--- src/rtl/quaternion_trs_matrix_core_assert.svh ---
// Assertion helpers for the transform core. Both sample on clk and are
// disabled while rst_n is low; the enclosing module supplies both names.
`ifndef QUATERNION_TRS_MATRIX_CORE_ASSERT_SVH
`define QUATERNION_TRS_MATRIX_CORE_ASSERT_SVH

// Consequent must hold in the same cycle as the antecedent.
`define QTRS_ASSERT_SAME(label, ante, cons, msg) \
    label: assert property (@(posedge clk) disable iff (!rst_n) (ante) |-> (cons)) \
        else $error(msg);

// Consequent must hold in the cycle after the antecedent.
`define QTRS_ASSERT_NEXT(label, ante, cons, msg) \
    label: assert property (@(posedge clk) disable iff (!rst_n) (ante) |=> (cons)) \
        else $error(msg);

`endif

--- src/rtl/qtrs_pkg.sv ---
`timescale 1ns / 1ps
`default_nettype none

package qtrs_pkg;

    localparam int QUAT_W  = 16;
    localparam int SCALE_W = 16;
    localparam int TRANS_W = 32;
    localparam int OUT_W   = 32;
    localparam int PROD_W  = 2 * QUAT_W + 1;     // doubled quaternion product
    localparam int ENTRY_W = PROD_W + 1;         // rotation entry, units of 2^-28
    localparam int WIDE_W  = ENTRY_W + SCALE_W;  // scaled entry, units of 2^-36
    localparam int SHIFT   = 20;
    localparam int NUM_ENT = 9;

    // Rotation entry positions, row-major
    localparam int E00 = 0;
    localparam int E01 = 1;
    localparam int E02 = 2;
    localparam int E10 = 3;
    localparam int E11 = 4;
    localparam int E12 = 5;
    localparam int E20 = 6;
    localparam int E21 = 7;
    localparam int E22 = 8;

    typedef logic signed [QUAT_W-1:0]  quat_t;
    typedef logic signed [SCALE_W-1:0] scale_t;
    typedef logic signed [TRANS_W-1:0] trans_t;
    typedef logic signed [OUT_W-1:0]   res_t;
    typedef logic signed [PROD_W-1:0]  prod_t;
    typedef logic signed [ENTRY_W-1:0] entry_t;
    typedef logic signed [WIDE_W-1:0]  wide_t;

    localparam entry_t ONE_Q28  = entry_t'(64'sd268435456);
    localparam wide_t  HALF_LSB = wide_t'(64'sd524288);
    localparam wide_t  OUT_MAX  = wide_t'(64'sd2147483647);
    localparam wide_t  OUT_MIN  = wide_t'(-64'sd2147483648);

    typedef struct packed {
        prod_t xx;
        prod_t yy;
        prod_t zz;
        prod_t xy;
        prod_t xz;
        prod_t yz;
        prod_t wx;
        prod_t wy;
        prod_t wz;
    } prods_t;

    typedef struct packed {
        trans_t tx;
        trans_t ty;
        trans_t tz;
    } tvec_t;

    typedef struct packed {
        tvec_t  t;
        scale_t sx;
        scale_t sy;
        scale_t sz;
    } side_t;

    // Per-stage load enables, handed from the top level to the datapath
    typedef struct packed {
        logic s1;
        logic s2;
        logic s3;
        logic s4;
    } stage_en_t;

    // Exact 2*a*b
    function automatic prod_t dbl_mul(input quat_t a, input quat_t b);
        logic signed [2*QUAT_W-1:0] p;
        begin
            p = a * b;
            return prod_t'({p, 1'b0});
        end
    endfunction

endpackage

`default_nettype wire

--- src/rtl/qtrs_lane.sv ---
`timescale 1ns / 1ps
`default_nettype none

// One matrix entry: scale multiply, then round to Q16.16 and clamp.
module qtrs_lane
    import qtrs_pkg::*;
(
    input  wire logic   clk,
    input  wire logic   en_mul,
    input  wire logic   en_out,
    input  wire entry_t entry,
    input  wire scale_t scale,
    output res_t        res_reg
);

    wide_t mul_reg;
    wide_t mul_next;
    wide_t rnd;
    res_t  res_next;

    assign mul_next = wide_t'(entry) * wide_t'(scale);

    always_comb
    begin
        // round half up, floor shift keeps the sign
        rnd = (mul_reg + HALF_LSB) >>> SHIFT;
        priority if (rnd > OUT_MAX)
        begin
            res_next = res_t'(OUT_MAX);
        end
        else if (rnd < OUT_MIN)
        begin
            res_next = res_t'(OUT_MIN);
        end
        else
        begin
            res_next = rnd[OUT_W-1:0];
        end
    end

    always_ff @(posedge clk)
    begin
        if (en_mul)
        begin
            mul_reg <= mul_next;
        end
        if (en_out)
        begin
            res_reg <= res_next;
        end
    end

endmodule

`default_nettype wire

--- config.mk ---
export PLATFORM = sky130hd
export DESIGN_NAME = qtrs_lane
export DESIGN_NICKNAME = d
export VERILOG_FILES = /design/src/rtl/quaternion_trs_matrix_core_assert.svh /design/src/rtl/qtrs_pkg.sv /design/src/rtl/qtrs_lane.sv
export SDC_FILE = /design/constraint.sdc
export NUM_CORES = 1
export LEC_CHECK = 0
export BUFFER_PORTS_ARGS = -buffer_cell sky130_fd_sc_hd__buf_4
export CORE_MARGIN = 3
export CORE_UTILIZATION = 55
export DETAILED_ROUTE_END_ITERATION = 8
export GPL_TIMING_DRIVEN = 1
export HOLD_SLACK_MARGIN = 0.05
export PLACE_DENSITY = 0.69
export REMOVE_ABC_BUFFERS = 1
export SLEW_MARGIN = 10
export SYNTH_ARGS = -nofsm -noshare
export SYNTH_HDL_FRONTEND = slang
export SYNTH_SLANG_ARGS = --single-unit
export TNS_END_PERCENT = 1
--- constraint.sdc ---
create_clock -name clk -period 21.7 [get_ports clk]
set_clock_uncertainty 0.1 [all_clocks]
set_input_delay 4.34 -clock clk [delete_from_list [all_inputs] [get_ports clk]]
set_output_delay 4.34 -clock clk [all_outputs]
set_load 0.02 [all_outputs]
==> results.cfg <==
[timing]
fin_setup_tns_ns = 0
finalCritPeriodShare_pct = 49.7
timing.final.max_slew_violations = 0
final.min_clock_period_ns = 10.77
slew_headroom_pct = 53.5
fmax_mhz = 92.8
hold_viol = 0
rsz0062_at_grt = false
setup_viol = 0
worst_margin_pin_slew_ns = 0.696

[grt]
global_route_total_overflow = 0
grt_pass1_vias = 16657
grt_first_pass_wirelength_um = 83900
grt_max_degree = 35
antenna_violations_before_repair = 2
track_usage_pct = 25.9

[finish]
fillCellCount = 3210
final_util_pct = 59.5
number_of_inserted_diodes = 0
layout-drive-gt1-share_pct = 4.78
flow.area_growth_from_synthesis_pct = 5.68
finish.net_count = 2915

[synthesis]
yosys.cell_types.count = 50
ys_warn_count = 0
synthDominantCellAreaShare_pct = 49.5
postSynthCellCount = 2226
post_synth_main_area_contributors = sky130_fd_sc_hd__fa_1, sky130_fd_sc_hd__inv_1, sky130_fd_sc_hd__edfxtp_1
postSynth.topFlopCell = sky130_fd_sc_hd__edfxtp_1
yosys_register_bits = 62
syn_area_per_cell_um2 = 9.32
yosysSeqAreaShare_pct = 8.97
synth-edff-count = 62
synth_area_mm2 = 0.0208
synth_async_sr_flop_share_pct = 0
synth_top_area_cell = sky130_fd_sc_hd__fa_1

[cts]
clock_sink_count = 62
post_cts.resized_instances = 0
postCtsSetupBuffers = 0
clk_transition_reported_paths_ns = 0.05
cts_root_buffer = sky130_fd_sc_hd__clkbuf_16
tritoncts = yes
cts-root-to-sink-buffers = 2
numCtsBuffers = 9
skew_pair_late_insertion_delay_ns = 0.32
htree_levels = 3
post_cts_hold_buffer_count = 0

[routing]
wl_per_cell_um = 17.8
num_vias = 14669
drt-pass1-iter-count = 6
detail_route.drc_violations = 0
route.detailed.vias_per_inst = 5.35
count_of_nets_left_with_antenna_violations_after_detail_routing = 0
routed_wl_um = 48900
first_iter_violations = 960

[die]
floorplan.initialDensity_pct = 56.3
num_rows = 70
floorplan.die.width_um = 200
floorplan.core_area_mm2 = 0.0369
floorplan.die_area_mm2 = 0.0401
ioPinCount = 85
die-height_um = 200

[worst_setup_path]
data_arrival_time_of_the_critical_path_ns = 10.74
end_kind = flip-flop
path_max_fanout = 34
setup.worst_path.start_class = input pin
crit_type = in2reg
r2r_start = mul_reg[32]
critPathLaunch = scale[1]
worstPathRequired_ns = 21.67

[place]
globalplace.congestion = 0.876
place_hpwl_um = 39100
portBuffers = 84

[hold_path]
launch_instance_of_the_worst_min_delay_path = mul_reg[27]
class_of_the_tightest_hold_or_removal_check = reg2reg

[status]
status = completed

[job]
cap_violations = 0
[Yosys cell counts, types with 2 or more instances]
cell	number
sky130_fd_sc_hd__a21boi_0	2
sky130_fd_sc_hd__a21o_1	15
sky130_fd_sc_hd__a21oi_1	41
sky130_fd_sc_hd__a21oi_2	2
sky130_fd_sc_hd__a221oi_1	2
sky130_fd_sc_hd__a31oi_1	3
sky130_fd_sc_hd__and2_1	213
sky130_fd_sc_hd__and3_1	11
sky130_fd_sc_hd__and4_1	5
sky130_fd_sc_hd__buf_1	2
sky130_fd_sc_hd__buf_4	2
sky130_fd_sc_hd__clkbuf_1	83
sky130_fd_sc_hd__edfxtp_1	62
sky130_fd_sc_hd__fa_1	513
sky130_fd_sc_hd__ha_1	116
sky130_fd_sc_hd__inv_1	610
sky130_fd_sc_hd__nand2_1	326
sky130_fd_sc_hd__nand2b_1	12
sky130_fd_sc_hd__nand3_1	15
sky130_fd_sc_hd__nand4_1	16
sky130_fd_sc_hd__nor2_1	45
sky130_fd_sc_hd__nor2b_1	6
sky130_fd_sc_hd__nor3_1	2
sky130_fd_sc_hd__o211a_1	2
sky130_fd_sc_hd__o211ai_1	2
sky130_fd_sc_hd__o21a_1	2
sky130_fd_sc_hd__o21ai_0	15
sky130_fd_sc_hd__o21ai_1	2
sky130_fd_sc_hd__o21ai_2	3
sky130_fd_sc_hd__o21bai_1	7
sky130_fd_sc_hd__xnor2_1	51
sky130_fd_sc_hd__xor2_1	20
[cells by family after synthesis]
family	share of synthesized area, %
buf+inv	12.7
compound gates	3.43
flops	8.97
simple gates	15.4
fa+ha+maj	56.5
xor+xnor	3.00
[path summary, 6_finish.rpt]
check	endpoint	depth (start not counted)	slack, ns
worst max-delay path	mul_reg[45]	20	10.93
worst min-delay path	res_reg[7]	1	0.48
worst max register to register	res_reg[31]	9	19.10
worst min register to register	res_reg[7]	1	0.48
[through the flow]
| step | instances | hold WS, ns | area, um^2 | setup WS [ns] |
|---|---|---|---|---|
| finish | 2741 | 0.476 | 21900 | 10.93 |
| global route | 2741 | 0.505 | 21900 | 10.53 |
| CTS | 2741 | 0.477 | 21900 | 10.96 |
| detailed placement | 2726 | 0.460 | 21700 | 10.63 |
| global placement | 2726 | 0.461 | 21700 | 10.82 |
| floorplan | 2138 | 0.441 | 20400 | 11.53 |
[cells in the final DEF, fill, tap and decap left out, types with 2 or more instances in the layout]
master,n
sky130_fd_sc_hd__nor2b_1,6
sky130_fd_sc_hd__buf_4,84
sky130_fd_sc_hd__xor2_1,20
sky130_fd_sc_hd__o21bai_1,7
sky130_fd_sc_hd__edfxtp_1,62
sky130_fd_sc_hd__inv_1,610
sky130_fd_sc_hd__o21a_1,2
sky130_fd_sc_hd__nor2_1,45
sky130_fd_sc_hd__and3_1,11
sky130_fd_sc_hd__o21ai_0,15
sky130_fd_sc_hd__ha_1,116
sky130_fd_sc_hd__a21o_1,15
sky130_fd_sc_hd__o211a_1,2
sky130_fd_sc_hd__nand4_1,16
sky130_fd_sc_hd__nand2_1,326
sky130_fd_sc_hd__fa_1,513
sky130_fd_sc_hd__a21oi_1,41
sky130_fd_sc_hd__nand2b_1,12
sky130_fd_sc_hd__o211ai_1,2
sky130_fd_sc_hd__o21ai_1,2
sky130_fd_sc_hd__clkinv_1,2
sky130_fd_sc_hd__clkinvlp_4,2
sky130_fd_sc_hd__a221oi_1,2
sky130_fd_sc_hd__xnor2_1,51
sky130_fd_sc_hd__nor3_1,2
sky130_fd_sc_hd__and4_1,5
sky130_fd_sc_hd__a21oi_2,2
sky130_fd_sc_hd__a21boi_0,2
sky130_fd_sc_hd__a31oi_1,3
sky130_fd_sc_hd__o21ai_2,3
sky130_fd_sc_hd__nand3_1,15
sky130_fd_sc_hd__clkbuf_16,9
sky130_fd_sc_hd__and2_1,213
[critical path, stage by stage]
cell,delay (ns)
sky130_fd_sc_hd__buf_4,0.37
sky130_fd_sc_hd__nand2_1,0.17
sky130_fd_sc_hd__inv_1,0.16
sky130_fd_sc_hd__fa_1,0.55
sky130_fd_sc_hd__fa_1,0.94
sky130_fd_sc_hd__inv_1,0.19
sky130_fd_sc_hd__fa_1,0.56
sky130_fd_sc_hd__fa_1,0.45
sky130_fd_sc_hd__fa_1,0.52
sky130_fd_sc_hd__fa_1,0.54
sky130_fd_sc_hd__inv_1,0.04
sky130_fd_sc_hd__ha_1,0.35
sky130_fd_sc_hd__a21o_1,0.18
sky130_fd_sc_hd__a21o_1,0.16
sky130_fd_sc_hd__a21oi_1,0.29
sky130_fd_sc_hd__and3_1,0.20
sky130_fd_sc_hd__o211ai_1,0.11
sky130_fd_sc_hd__a31oi_1,0.31
sky130_fd_sc_hd__o21bai_1,0.12
sky130_fd_sc_hd__xor2_1,0.15
[routing by layer]
metal	GRT usage (%)	wire length [um]
met1	34.4	19500
met2	45.2	24500
met3	2.89	3140
met4	8.04	1710
met5	0	0
[final cells by class]
class                           instances  area (um^2)  share of cell area (%)
Multi-Input combinational cell       1465        16300                    74.1
Inverter                              611         2290                    10.5
Sequential cell                        62         1860                    8.49
Timing Repair Buffer                   84          631                    2.88
Tap cell                              504          631                    2.88
Clock buffer                           10          229                    1.04
Clock inverter                          5         27.5                   0.126
Power is not shown: default switching activity piles up to over one toggle a cycle in this logic, so the estimate is an artifact.
